===== src/rc5w_pkg.sv =====
// shared types, constants and rotate helpers for the rc5 16-bit word cipher
package rc5w_pkg;

  localparam int unsigned MaxRounds   = 24;
  localparam int unsigned MaxKeyBytes = 128;
  localparam int unsigned MinKeyBytes = 8;
  localparam int unsigned RkSlots     = 2 * (MaxRounds + 1);
  localparam int unsigned WordSlots   = MaxKeyBytes / 4;

  localparam logic [31:0] PStart = 32'hb7e15163;
  localparam logic [31:0] QStep  = 32'h9e3779b9;

  typedef enum logic [1:0] {
    MODE_KEY  = 2'd0,
    MODE_ENC  = 2'd1,
    MODE_DEC  = 2'd2,
    MODE_NONE = 2'd3
  } mode_e;

  typedef enum logic [1:0] {
    ST_IDLE,
    ST_SCHED,
    ST_ENC,
    ST_DEC
  } state_e;

  typedef struct packed {
    logic [1:0]  mode;
    logic [7:0]  key_byte;
    logic        key_last;
    logic [31:0] block_in;
  } req_t;

  typedef struct packed {
    logic [31:0] block_out;
    logic        status;
  } res_t;

  // control of one half-round of the block datapath
  typedef struct packed {
    logic dec;
    logic first;
    logic odd;
  } hr_ctrl_t;

  function automatic logic [15:0] rol16(input logic [15:0] x, input logic [3:0] r);
    logic [31:0] t;
    t = {x, x} << r;
    return t[31:16];
  endfunction

  function automatic logic [15:0] ror16(input logic [15:0] x, input logic [3:0] r);
    logic [31:0] t;
    t = {x, x} >> r;
    return t[15:0];
  endfunction

endpackage


===== src/rc5w_half.sv =====
// one encrypt or decrypt half-round of the block datapath
module rc5w_half import rc5w_pkg::*; (
  input  hr_ctrl_t    ctrl_i,
  input  logic [15:0] a_i,
  input  logic [15:0] b_i,
  input  logic [15:0] rk_i,
  output logic [15:0] a_o,
  output logic [15:0] b_o
);

  logic [15:0] ea, eb, da, db;

  always_comb begin
    // encrypt: whitening adds first, then data-dependent rotates
    ea = ctrl_i.first ? a_i + rk_i : rol16(a_i ^ b_i, b_i[3:0]) + rk_i;
    eb = ctrl_i.first ? b_i + rk_i : rol16(b_i ^ a_i, a_i[3:0]) + rk_i;
    da = ctrl_i.first ? a_i - rk_i : ror16(a_i - rk_i, b_i[3:0]) ^ b_i;
    db = ctrl_i.first ? b_i - rk_i : ror16(b_i - rk_i, a_i[3:0]) ^ a_i;
    a_o = a_i;
    b_o = b_i;
    if (ctrl_i.odd) begin
      b_o = ctrl_i.dec ? db : eb;
    end else begin
      a_o = ctrl_i.dec ? da : ea;
    end
  end

endmodule


===== src/rc5_16bit_word_block_cipher.sv =====
// rc5 with 16-bit words: key intake, key schedule and block engine
//
// Command channel: an item is taken at a clock edge with start high and
// busy low. Mode key takes one key byte; the byte with key_last set
// ends the key and runs the schedule. Modes encrypt and decrypt process
// block_in. Mode three is taken and ignored.
// Results appear on res_o for one cycle with done_o high; the receiver
// cannot stall, so every strobe is a completed transfer.
// Key byte without key_last: no result, busy stays low.
// Invalid key length (outside 8..128 bytes): result in the cycle after the
// transfer, status set.
// Schedule: 3*max(2(n+1), ceil(len/4)) mixing steps, one per cycle, result
// in the cycle after the last step.
// Encrypt/decrypt: 2n+2 half-rounds, one round-key read from the single
// read port of the round-key memory each cycle; the result is registered
// from the last half-round, n being the rounds of the last good schedule.
// The rounds register is sampled when a schedule starts.
// Reset clears control state; before the first good schedule the round
// keys read as zero and the round count is zero.
module rc5_16bit_word_block_cipher import rc5w_pkg::*; (
  input  logic       clk_i,
  input  logic       rst_ni,
  input  logic       start,
  output logic       busy,
  input  req_t       req_i,
  output logic       done_o,
  output res_t       res_o,
  input  logic       cfg_we_i,
  input  logic [4:0] cfg_data_i
);

  state_e state_q, state_d;

  logic [4:0]  rounds_q, active_q, rsch_q, rsch_d, r_eff;
  logic        keyed_q, keyed_d;
  logic [7:0]  key_cnt_q, key_cnt_d, lo_byte_q, lo_byte_d;
  logic [15:0] a_q, a_d, b_q, b_d;
  logic [5:0]  k_q, k_d;
  logic [7:0]  v_q, v_d, s_q, s_d;
  logic [5:0]  i_q, i_d, t_q, t_d, l_q, l_d;
  logic [4:0]  j_q, j_d;
  logic [31:0] w_q, w_d;
  logic        done_q, done_d;
  res_t        res_q, res_d;
  logic [4:0]  active_d;

  // round-key and key-word memories
  logic [15:0] rk_mem [RkSlots];
  logic [15:0] kw_mem [WordSlots];
  logic [15:0] rk_rdata_q, kw_rdata_q, rk_wdata, kw_wdata;
  logic [5:0]  rk_raddr, rk_waddr;
  logic [4:0]  kw_raddr, kw_waddr;
  logic        rk_we, kw_we;

  logic        accept;
  mode_e       mode;
  logic [8:0]  len, len3;
  logic [5:0]  t_new, l_new, mx;
  logic [15:0] rk_val, sum1, a_mix, ab, b_mix, rk_blk, a_hr, b_hr;
  logic [5:0]  i_nx;
  logic [4:0]  j_nx;
  hr_ctrl_t    hr_ctrl;

  assign busy   = (state_q != ST_IDLE);
  assign accept = start && !busy;
  assign mode   = mode_e'(req_i.mode);
  assign done_o = done_q;
  assign res_o  = res_q;

  assign r_eff = (rounds_q == 5'd0 || rounds_q > 5'(MaxRounds)) ? 5'(MaxRounds) : rounds_q;
  assign len   = {1'b0, key_cnt_q} + 9'd1;
  assign len3  = len + 9'd3;
  assign t_new = {r_eff, 1'b0} + 6'd2;
  assign l_new = len3[7:2];
  assign mx    = (t_new > l_new) ? t_new : l_new;

  // schedule mixing step
  always_comb begin
    rk_val = (v_q < {2'b00, t_q}) ? (i_q[0] ? w_q[31:16] : w_q[15:0]) : rk_rdata_q;
    sum1   = rk_val + a_q + b_q;
    a_mix  = rol16(sum1, 4'd3);
    ab     = a_mix + b_q;
    b_mix  = rol16(kw_rdata_q + ab, ab[3:0]);
    i_nx   = (i_q + 6'd1 == t_q) ? 6'd0 : i_q + 6'd1;
    j_nx   = ({1'b0, j_q} + 6'd1 == l_q) ? 5'd0 : j_q + 5'd1;
  end

  assign rk_blk        = keyed_q ? rk_rdata_q : 16'h0000;
  assign hr_ctrl.dec   = (state_q == ST_DEC);
  assign hr_ctrl.first = (k_q[5:1] == 5'd0);
  assign hr_ctrl.odd   = k_q[0];

  rc5w_half u_half (
    .ctrl_i (hr_ctrl),
    .a_i    (a_q),
    .b_i    (b_q),
    .rk_i   (rk_blk),
    .a_o    (a_hr),
    .b_o    (b_hr)
  );

  always_comb begin
    state_d   = state_q;
    keyed_d   = keyed_q;
    active_d  = active_q;
    rsch_d    = rsch_q;
    key_cnt_d = key_cnt_q;
    lo_byte_d = lo_byte_q;
    a_d = a_q;  b_d = b_q;  k_d = k_q;
    v_d = v_q;  s_d = s_q;  i_d = i_q;  j_d = j_q;
    t_d = t_q;  l_d = l_q;  w_d = w_q;
    done_d = 1'b0;
    res_d  = '0;
    rk_raddr = 6'd0;  kw_raddr = 5'd0;
    rk_we = 1'b0;  rk_waddr = i_q;  rk_wdata = a_mix;
    kw_we = 1'b0;  kw_waddr = j_q;  kw_wdata = b_mix;
    case (state_q)
      ST_IDLE: begin
        if (accept) begin
          case (mode)
            MODE_KEY: begin
              // bytes 0 and 1 of each group build the key word
              if (key_cnt_q < 8'(MaxKeyBytes)) begin
                kw_waddr = key_cnt_q[6:2];
                if (key_cnt_q[1:0] == 2'd0) begin
                  kw_we     = 1'b1;
                  kw_wdata  = {8'h00, req_i.key_byte};
                  lo_byte_d = req_i.key_byte;
                end else if (key_cnt_q[1:0] == 2'd1) begin
                  kw_we    = 1'b1;
                  kw_wdata = {req_i.key_byte, lo_byte_q};
                end
              end
              if (!req_i.key_last) begin
                if (key_cnt_q != 8'hff) key_cnt_d = key_cnt_q + 8'd1;
              end else begin
                key_cnt_d = 8'd0;
                if (len < 9'(MinKeyBytes) || len > 9'(MaxKeyBytes)) begin
                  done_d       = 1'b1;
                  res_d.status = 1'b1;
                end else begin
                  state_d = ST_SCHED;
                  t_d = t_new;  l_d = l_new;
                  s_d = {1'b0, mx, 1'b0} + {2'b00, mx};
                  rsch_d = r_eff;
                  v_d = 8'd0;  i_d = 6'd0;  j_d = 5'd0;
                  a_d = 16'h0000;  b_d = 16'h0000;
                  w_d = PStart;
                end
              end
            end
            MODE_ENC: begin
              state_d = ST_ENC;
              k_d = 6'd0;
              a_d = req_i.block_in[15:0];
              b_d = req_i.block_in[31:16];
            end
            MODE_DEC: begin
              state_d  = ST_DEC;
              k_d      = {active_q, 1'b1};
              rk_raddr = {active_q, 1'b1};
              a_d = req_i.block_in[15:0];
              b_d = req_i.block_in[31:16];
            end
            default: ;
          endcase
        end
      end
      ST_SCHED: begin
        rk_we = 1'b1;
        kw_we = 1'b1;
        a_d = a_mix;
        b_d = b_mix;
        if (i_q[0]) w_d = w_q + QStep;
        i_d = i_nx;
        j_d = j_nx;
        rk_raddr = i_nx;
        kw_raddr = j_nx;
        v_d = v_q + 8'd1;
        if (v_q == s_q - 8'd1) begin
          state_d  = ST_IDLE;
          active_d = rsch_q;
          keyed_d  = 1'b1;
          done_d   = 1'b1;
        end
      end
      ST_ENC: begin
        a_d = a_hr;
        b_d = b_hr;
        if (k_q == {active_q, 1'b1}) begin
          state_d = ST_IDLE;
          done_d  = 1'b1;
          res_d.block_out = {b_hr, a_hr};
        end else begin
          k_d      = k_q + 6'd1;
          rk_raddr = k_q + 6'd1;
        end
      end
      ST_DEC: begin
        a_d = a_hr;
        b_d = b_hr;
        if (k_q == 6'd0) begin
          state_d = ST_IDLE;
          done_d  = 1'b1;
          res_d.block_out = {b_hr, a_hr};
        end else begin
          k_d      = k_q - 6'd1;
          rk_raddr = k_q - 6'd1;
        end
      end
      default: state_d = ST_IDLE;
    endcase
  end

  always_ff @(posedge clk_i) begin
    if (rk_we) rk_mem[rk_waddr] <= rk_wdata;
    rk_rdata_q <= rk_mem[rk_raddr];
  end

  always_ff @(posedge clk_i) begin
    if (kw_we) kw_mem[kw_waddr] <= kw_wdata;
    kw_rdata_q <= kw_mem[kw_raddr];
  end

  always_ff @(posedge clk_i or negedge rst_ni) begin
    if (!rst_ni) begin
      state_q   <= ST_IDLE;
      rounds_q  <= 5'd0;
      active_q  <= 5'd0;
      keyed_q   <= 1'b0;
      key_cnt_q <= 8'd0;
      done_q    <= 1'b0;
    end else begin
      state_q   <= state_d;
      if (cfg_we_i) rounds_q <= cfg_data_i;
      active_q  <= active_d;
      keyed_q   <= keyed_d;
      key_cnt_q <= key_cnt_d;
      done_q    <= done_d;
    end
  end

  always_ff @(posedge clk_i) begin
    rsch_q    <= rsch_d;
    lo_byte_q <= lo_byte_d;
    a_q <= a_d;  b_q <= b_d;  k_q <= k_d;
    v_q <= v_d;  s_q <= s_d;  i_q <= i_d;  j_q <= j_d;
    t_q <= t_d;  l_q <= l_d;  w_q <= w_d;
    res_q <= res_d;
  end

  // a block transfer always occupies the engine on the next cycle
  assert property (@(posedge clk_i) disable iff (!rst_ni)
    accept && (mode == MODE_ENC || mode == MODE_DEC) |=> busy)
    else $error("block transfer did not start the engine");

  // a failed key never carries block data
  assert property (@(posedge clk_i) disable iff (!rst_ni)
    done_o && res_o.status |-> res_o.block_out == 32'h0)
    else $error("invalid key result with block data");

  // encrypt never reads past the active round keys
  assert property (@(posedge clk_i) disable iff (!rst_ni)
    state_q == ST_ENC |-> k_q <= {active_q, 1'b1})
    else $error("encrypt index beyond active rounds");

  // a finished schedule leaves the table marked as keyed
  assert property (@(posedge clk_i) disable iff (!rst_ni)
    state_q == ST_SCHED && state_d == ST_IDLE |=> keyed_q)
    else $error("schedule completed without keying");

endmodule


===== config.mk =====
export PLATFORM = sky130hd
export DESIGN_NAME = rc5_16bit_word_block_cipher
export DESIGN_NICKNAME = d
export VERILOG_FILES = /design/src/rc5w_pkg.sv /design/src/rc5w_half.sv /design/src/rc5_16bit_word_block_cipher.sv
export SDC_FILE = /design/constraint.sdc
export NUM_CORES = 2
export LEC_CHECK = 0
export BUFFER_PORTS_ARGS = -buffer_cell sky130_fd_sc_hd__buf_4
export CAP_MARGIN = 20
export CORE_AREA = 2 2 455 367
export CTS_CLUSTER_DIAMETER = 120
export DETAILED_ROUTE_END_ITERATION = 10
export DIE_AREA = 0 0 457 369
export PLACE_DENSITY_LB_ADDON = 0.1
export SLEW_MARGIN = 20
export SYNTH_ARGS = -nofsm -noshare
export SYNTH_HDL_FRONTEND = slang
export SYNTH_SLANG_ARGS = --single-unit

===== constraint.sdc =====
create_clock -name clk_i -period 20.6 [get_ports clk_i]
set_input_delay 5.15 -clock clk_i [delete_from_list [all_inputs] [get_ports clk_i]]
set_output_delay 5.15 -clock clk_i [all_outputs]
set_load 0.005 [all_outputs]

Word-level counts from Yosys, hierarchy flattened. Memories as Yosys holds them, arrays and structs flattened. A register that Yosys moved wholly into a read port is not among the register bits. Index checks and enable logic that the tools add are counted.

Bits in registers: 177. Memories: 2. Bits of input ports: 52. Word-level logic and storage cells: 208. Memory bits (writable): 1312. Output and inout bits: 35.

Memory list: rk_mem (depth 50, width 16, read ports 1, clocked after memory_dff 1, write ports 1, line rc5_16bit_word_block_cipher.sv:48) `logic [15:0] rk_mem [RkSlots];`; kw_mem (depth 32, width 16, read ports 1, clocked after memory_dff 1, write ports 1, line rc5_16bit_word_block_cipher.sv:49) `logic [15:0] kw_mem [WordSlots];`.

Shift operators: 5. Eq/ne operators: 26. Magnitude comparators: 6. Bitwise gates (word level): 4. $add $sub $neg: 23. Multiplexer cells: 97. Reductions and logical operators: 25.

Operators by type and width (count): $mux W16 (21); $mux W32 (7); $add A16 B16 Y16 (8); $pmux W32 S2 (2); $pmux W16 S3 (2); $shl A32 B4 Y32 (3); $mux W6 (13); $pmux W16 S2 (2); $shr A32 B4 Y16 (2); $mux W5 (11); $mux W8 (6); $xor A16 B16 Y16 (3); $add A32 B32 Y32 const B (1); $sub A16 B16 Y16 (2); $pmux W6 S2 (2); $pmux W6 S4 (1); $reduce_and A5 Y1 (4); $eq A6 B6 Y1 (3); $ne A2 B2 Y1 const B (9); $pmux W6 S3 (1); $mux W1 (17); $add A8 B1 Y8 const B (2); $pmux W8 S2 (1); $add A6 B1 Y6 const B (2); other kinds (43) (61).

Longest topological paths before layout.
Depth after elaboration: 13. Gate-level depth with buffers: 49. Mapped depth without buffers: 48.

Cells and area by module. Synthesis repeated with hierarchy kept, for this count alone.

Cells, all modules: 6155. Area total of the unflattened synthesis: 73986.0 sq um.

Modules (own cells, without submodules): rc5_16bit_word_block_cipher (cells an instance 4956, times used 1, area an instance 65392.7 sq um); rc5w_half (cells an instance 1199, times used 1, area an instance 8593.2 sq um).

Least setup slack after synthesis. No wires, ideal clock.

Path kind: register to register. From: reg v_q[2]. To: mem kw_mem[0][10], data pin. Buffers on the path: 1. Stages on the path, launching flop included: 46. Data arrival time: 10585 ps. Setup slack: 9570 ps. Cell sequence: edfxtp_1 -> ha_1 -> a21o_1 -> a21oi_1 -> nor2b_1 -> o21ai_0 -> nand2_1 -> clkbuf_1 -> a21oi_1 -> fa_1 -> inv_1 -> ha_1 -> inv_1 -> fa_1 -> nor2b_1 -> o21ai_0 -> nand2b_1 -> nand2_1 -> [10 not listed] -> o21bai_1 -> a21oi_1 -> o21ai_0 -> nor4_1 -> or3_1 -> xnor2_1 -> ha_1 -> inv_1 -> nor2_1 -> o21a_1 -> o21a_1 -> o21ai_0 -> xnor2_1 -> xnor2_1 -> mux2i_1 -> a211oi_1 -> nor4_1 -> nor3_1.

Word-level cells in the longest chain between the ends: 13.

Ends and longest elaborated chain: start: declaration (line rc5_16bit_word_block_cipher.sv:39) `logic [7:0] v_q, v_d, s_q, s_d;`; start signal: assignment (line rc5_16bit_word_block_cipher.sv:247) `v_q <= v_d; s_q <= s_d; i_q <= i_d; j_q <= j_d;`; $lt A8 B6 Y1 (*) (line rc5_16bit_word_block_cipher.sv:79) `rk_val = (v_q < {2'b00, t_q}) ? (i_q[0] ? w_q[31:16] : w_q[15:0]) : rk_rdata_q;`; $mux W16 (*) (line rc5_16bit_word_block_cipher.sv:79); $add A16 B16 Y16 (*) (2 in a row) (line rc5_16bit_word_block_cipher.sv:80) `sum1 = rk_val + a_q + b_q;`; via sum1[13] (line rc5_16bit_word_block_cipher.sv:59) `logic [15:0] rk_val, sum1, a_mix, ab, b_mix, rk_blk, a_hr, b_hr;`; $add A16 B16 Y16 (*) (line rc5_16bit_word_block_cipher.sv:82) `ab = a_mix + b_q;`; $add A16 B16 Y16 (line rc5_16bit_word_block_cipher.sv:83) `b_mix = rol16(kw_rdata_q + ab, ab[3:0]);`; $shl A32 B4 Y32 (*) (line rc5w_pkg.sv:48) `t = {x, x} << r;`; $mux W16 (line rc5_16bit_word_block_cipher.sv:129) `end else if (key_cnt_q[1:0] == 2'd1) begin`; $mux W16 (line rc5_16bit_word_block_cipher.sv:125) `if (key_cnt_q[1:0] == 2'd0) begin`; $mux W16 (line rc5_16bit_word_block_cipher.sv:123) `if (key_cnt_q < 8'(MaxKeyBytes)) begin`; $mux W16 (line rc5_16bit_word_block_cipher.sv:120) `case (mode)`; $mux W16 (line rc5_16bit_word_block_cipher.sv:119) `if (accept) begin`; $mux W16 (*) (line rc5_16bit_word_block_cipher.sv:117) `case (state_q)`; via kw_wdata[10] (line rc5_16bit_word_block_cipher.sv:50) `logic [15:0] rk_rdata_q, kw_rdata_q, rk_wdata, kw_wdata;`; end: declaration (line rc5_16bit_word_block_cipher.sv:49).

The timed path passes the listed nets; every way through them passes the cells marked *.

Final worst setup path.
From: reg v_q[2]. To: mem kw_mem[1][14], data pin.

The elaborated chain is that of the path after synthesis.

==> impl_metrics.csv <==
group,metric,value,unit
synthesis,synthFlopType,"edfxtp_1",
global_route,grt_pass1_wl,348300,microns
synthesis,synth_area,73510,sq um
timing,min_period,12.57,ns
timing,finalClockSkew,0.05827,ns
synthesis,synth_warnings,0,
cells_and_area,regArea,44890,sq um
clocking,cts_tree,"done",
setup_path,cp-end-kind,"flip-flop",
setup_path,crit_path_frequent_cell,"a21oi_1",
global_route,overflow,0,
clocking,cts_sinks,1520,
floorplan,die-area,168600,sq um
floorplan,core,163700,sq um
synthesis,syn_inst,6224,
timing,setup-violations-final,0,
floorplan,num_rows,133,
setup_path,crit_type,"reg2reg",
cells_and_area,final_util,0.5020,
global_route,grt_pass1_vias,48970,
setup_path,max_stage_delay,0.74,ns
synthesis,synth_seq_cells,1520,
cells_and_area,multi_input_area,26850,sq um
cells_and_area,drive_above_1_share,0.1129,
synthesis,avgSynthCellArea,11.81,sq um
timing,final.period_utilization,0.6101,
global_route,antenna_found_initial,11,
timing,worst_slack,8.031,ns
clocking,postCtsSetupRepairBufs,0,
global_route,track_usage,0.2801,
cells_and_area,fill_cells,14400,
floorplan,die-width,457,microns
clocking,clock_latency,0.81,ns
clocking,cts_buffers,158,
clocking,clock_path_buffers,3,
clocking,h-tree-depth,4,
setup_path,worstPathArrival,13.04,ns
synthesis,yosysSeqAreaShare,0.6106,
detailed_routing,wl_per_cell,28.26,microns
placed_design,place_congestion,0.9366,
status,status,"finished, final reports clean",
detailed_routing,via_per_inst,6.174,
cells_and_area,n_antenna_cell,0,
placed_design,dp_cells,8237,
detailed_routing,drt_iter0_drc,6730,
floorplan,io_pins,87,
timing,finalSetupTns,0,ns
cells_and_area,finalNonFillerCells,8531,
detailed_routing,vias,52670,
detailed_routing,first_pass_iters,6,
timing,hold_viol,0,
min_path,min_from,"rsch_q[0]",
clocking,clk_pin_slew_worst_paths,0.06,ns
placed_design,port_buffers,86,
setup_path,cp.required,21.07,ns
floorplan,initial_core_util,0.4489,
placed_design,post-dp-hpwl,149900,microns
detailed_routing,drtAntennaViolNets,0,
setup_path,r2r-start,"v_q[2]",
clocking,hold_buffers,0,
timing,rsz0062_at_grt,"no",
synthesis,syn_nets,6451,
setup_path,critPathLaunch,"v_q[2]",
min_path,min_path_type,"reg2reg",
floorplan,die-height,369,microns
synthesis,synth_cell_type_count,91,
setup_path,crit_slowest_cell,"a221oi_1",
detailed_routing,wirelength,241100,microns
setup_path,cp_max_fo,51,
flow_run,maxCapViolations,0,
cells_and_area,finalNetCount,6464,
min_path,hold_depth,1,
setup_path,start_kind,"flip-flop",
timing,finalMaxSlewViolations,0,
timing,worst_pin_slew,1.212,ns
cells_and_area,area_growth,11.82,%
clocking,root_buffer,"clkbuf_16",
timing,relSlewSlack,0.1858,
detailed_routing,drc_errors,0,
synthesis,synth_enable_flop_cells,1433,
synthesis,async_flop_share,0.01447,
timing,fmax,0.07956,GHz
setup_path,r2r_cells,41,
placed_design,dp_slack,8.086,ns
global_route,grt_max_degree,166,
clocking,cts-resized-gates,0,
[through the flow]
| stage | hold slack (ns) | instance area (sq um) |
|---|---|---|
| 6_report | 0.4848 | 82200 |
| 5_1_grt | 0.5033 | 82200 |
| 4_1_cts | 0.4913 | 82180 |
| 3_5_place_dp | 0.4775 | 77110 |
| 3_3_place_gp | 0.4744 | 77080 |
| 2_1_floorplan | 0.4555 | 73510 |
[cells in the final DEF (no fill, tap or decap), types with 39 or more instances in the layout]
cell type / netlist / layout
a211oi_1: 93 / 92
a21o_1: 41 / 41
a21oi_1: 272 / 268
a22oi_1: 39 / 39
a311oi_1: 41 / 41
a31oi_1: 192 / 192
and2_1: 59 / 58
and3_1: 118 / 118
buf_4: 1 / 271
clkbuf_16: 0 / 159
clkinv_1: 6 / 43
dfxtp_1: 65 / 65
edfxtp_1: 1433 / 1433
ha_1: 152 / 151
inv_1: 129 / 127
mux2_2: 50 / 50
mux2i_1: 188 / 188
mux4_2: 41 / 41
nand2_1: 818 / 816
nand3_1: 395 / 395
nor2_1: 389 / 370
nor3_1: 97 / 86
o211ai_1: 80 / 80
o21a_1: 39 / 39
o21ai_0: 224 / 220
o221ai_1: 81 / 81
o22ai_1: 105 / 103
xnor2_1: 126 / 118
xor2_1: 68 / 63
[flip-flops by register name, summed over array words and instances, names as in the netlist, 8 cells and up]
register	cells
kw_rdata_q	16
a_q	16
rk_mem	800
res_o	33
w_q	32
lo_byte_q	8
kw_mem	512
s_q	8
rk_rdata_q	16
key_cnt_q	8
b_q	16
v_q	8
[area by class of cell]
type                       instances  area share
clock buffer                     199     0.05084
timing repair buffer             277     0.02621
tap                             2160     0.03288
clock inverter                    95     0.01091
inverter                         139    0.006454
sequential                      1520      0.5461
multi-input combinational       4141      0.3266
[final timing paths]
| check | endpoint | slack [ns] |
|---|---|---|
| max | kw_mem[1][14] | 8.03 |
| max reg2reg | kw_mem[1][14] | 8.03 |
| min in group asynchronous | rounds_q[1] | 4.26 |
| min reg2reg | active_q[0] | 0.48 |
| min | active_q[0] | 0.48 |
| max in group asynchronous | state_q[0] | 16.01 |
[kinds of logic (layout without fill, tap and decap cells)]
group,count (synthesis),count (layout),share of synthesized area
AND/OR/NAND/NOR,2084,2084,0.1290
flip-flops,1520,1520,0.6106
AO/OA/AOI/OAI,1406,1406,0.1283
buffers and inverters,563,710,0.03014
multiplexers,279,279,0.04582
XOR/XNOR,197,197,0.02410
adder cells (fa/ha/maj),175,175,0.03214
[layer usage]
layer  GRT usage  share of wire  vias to the layer above
met2      0.4054           0.43                     2267
met3     0.04887          0.087                      336
li1            -              -                    23610
met5           0        0.00013                        -
met4     0.07667          0.026                        2
met1      0.4308           0.46                    26450
[critical path: cells and delay by family (launching register included)]
family / cells / cell delay, ns
buffers and inverters: 5 / 1.62
AOI/OAI and AO/OA: 17 / 4.16
muxes: 1 / 0.22
xor gates and xnor gates: 4 / 0.89
DFF: 1 / 0.52
and+or+nand+nor: 8 / 2.35
adders and majority gates: 6 / 2.41
[cell usage after synthesis, types with 105 or more instances]
cell	count	area share
clkbuf_1	305	0.016
and3_1	118	0.010
edfxtp_1	1433	0.59
inv_1	129	0.0066
o22ai_1	105	0.0089
a21oi_1	272	0.019
mux2i_1	188	0.026
nand3_1	395	0.027
nand2_1	818	0.042
o21ai_0	224	0.015
nor2_1	389	0.020
ha_1	152	0.026
xnor2_1	126	0.015
a31oi_1	192	0.016
Power is left out: the tool's default activity adds up to more than one toggle a clock period on the data nets, which glitch-free logic cannot reach.
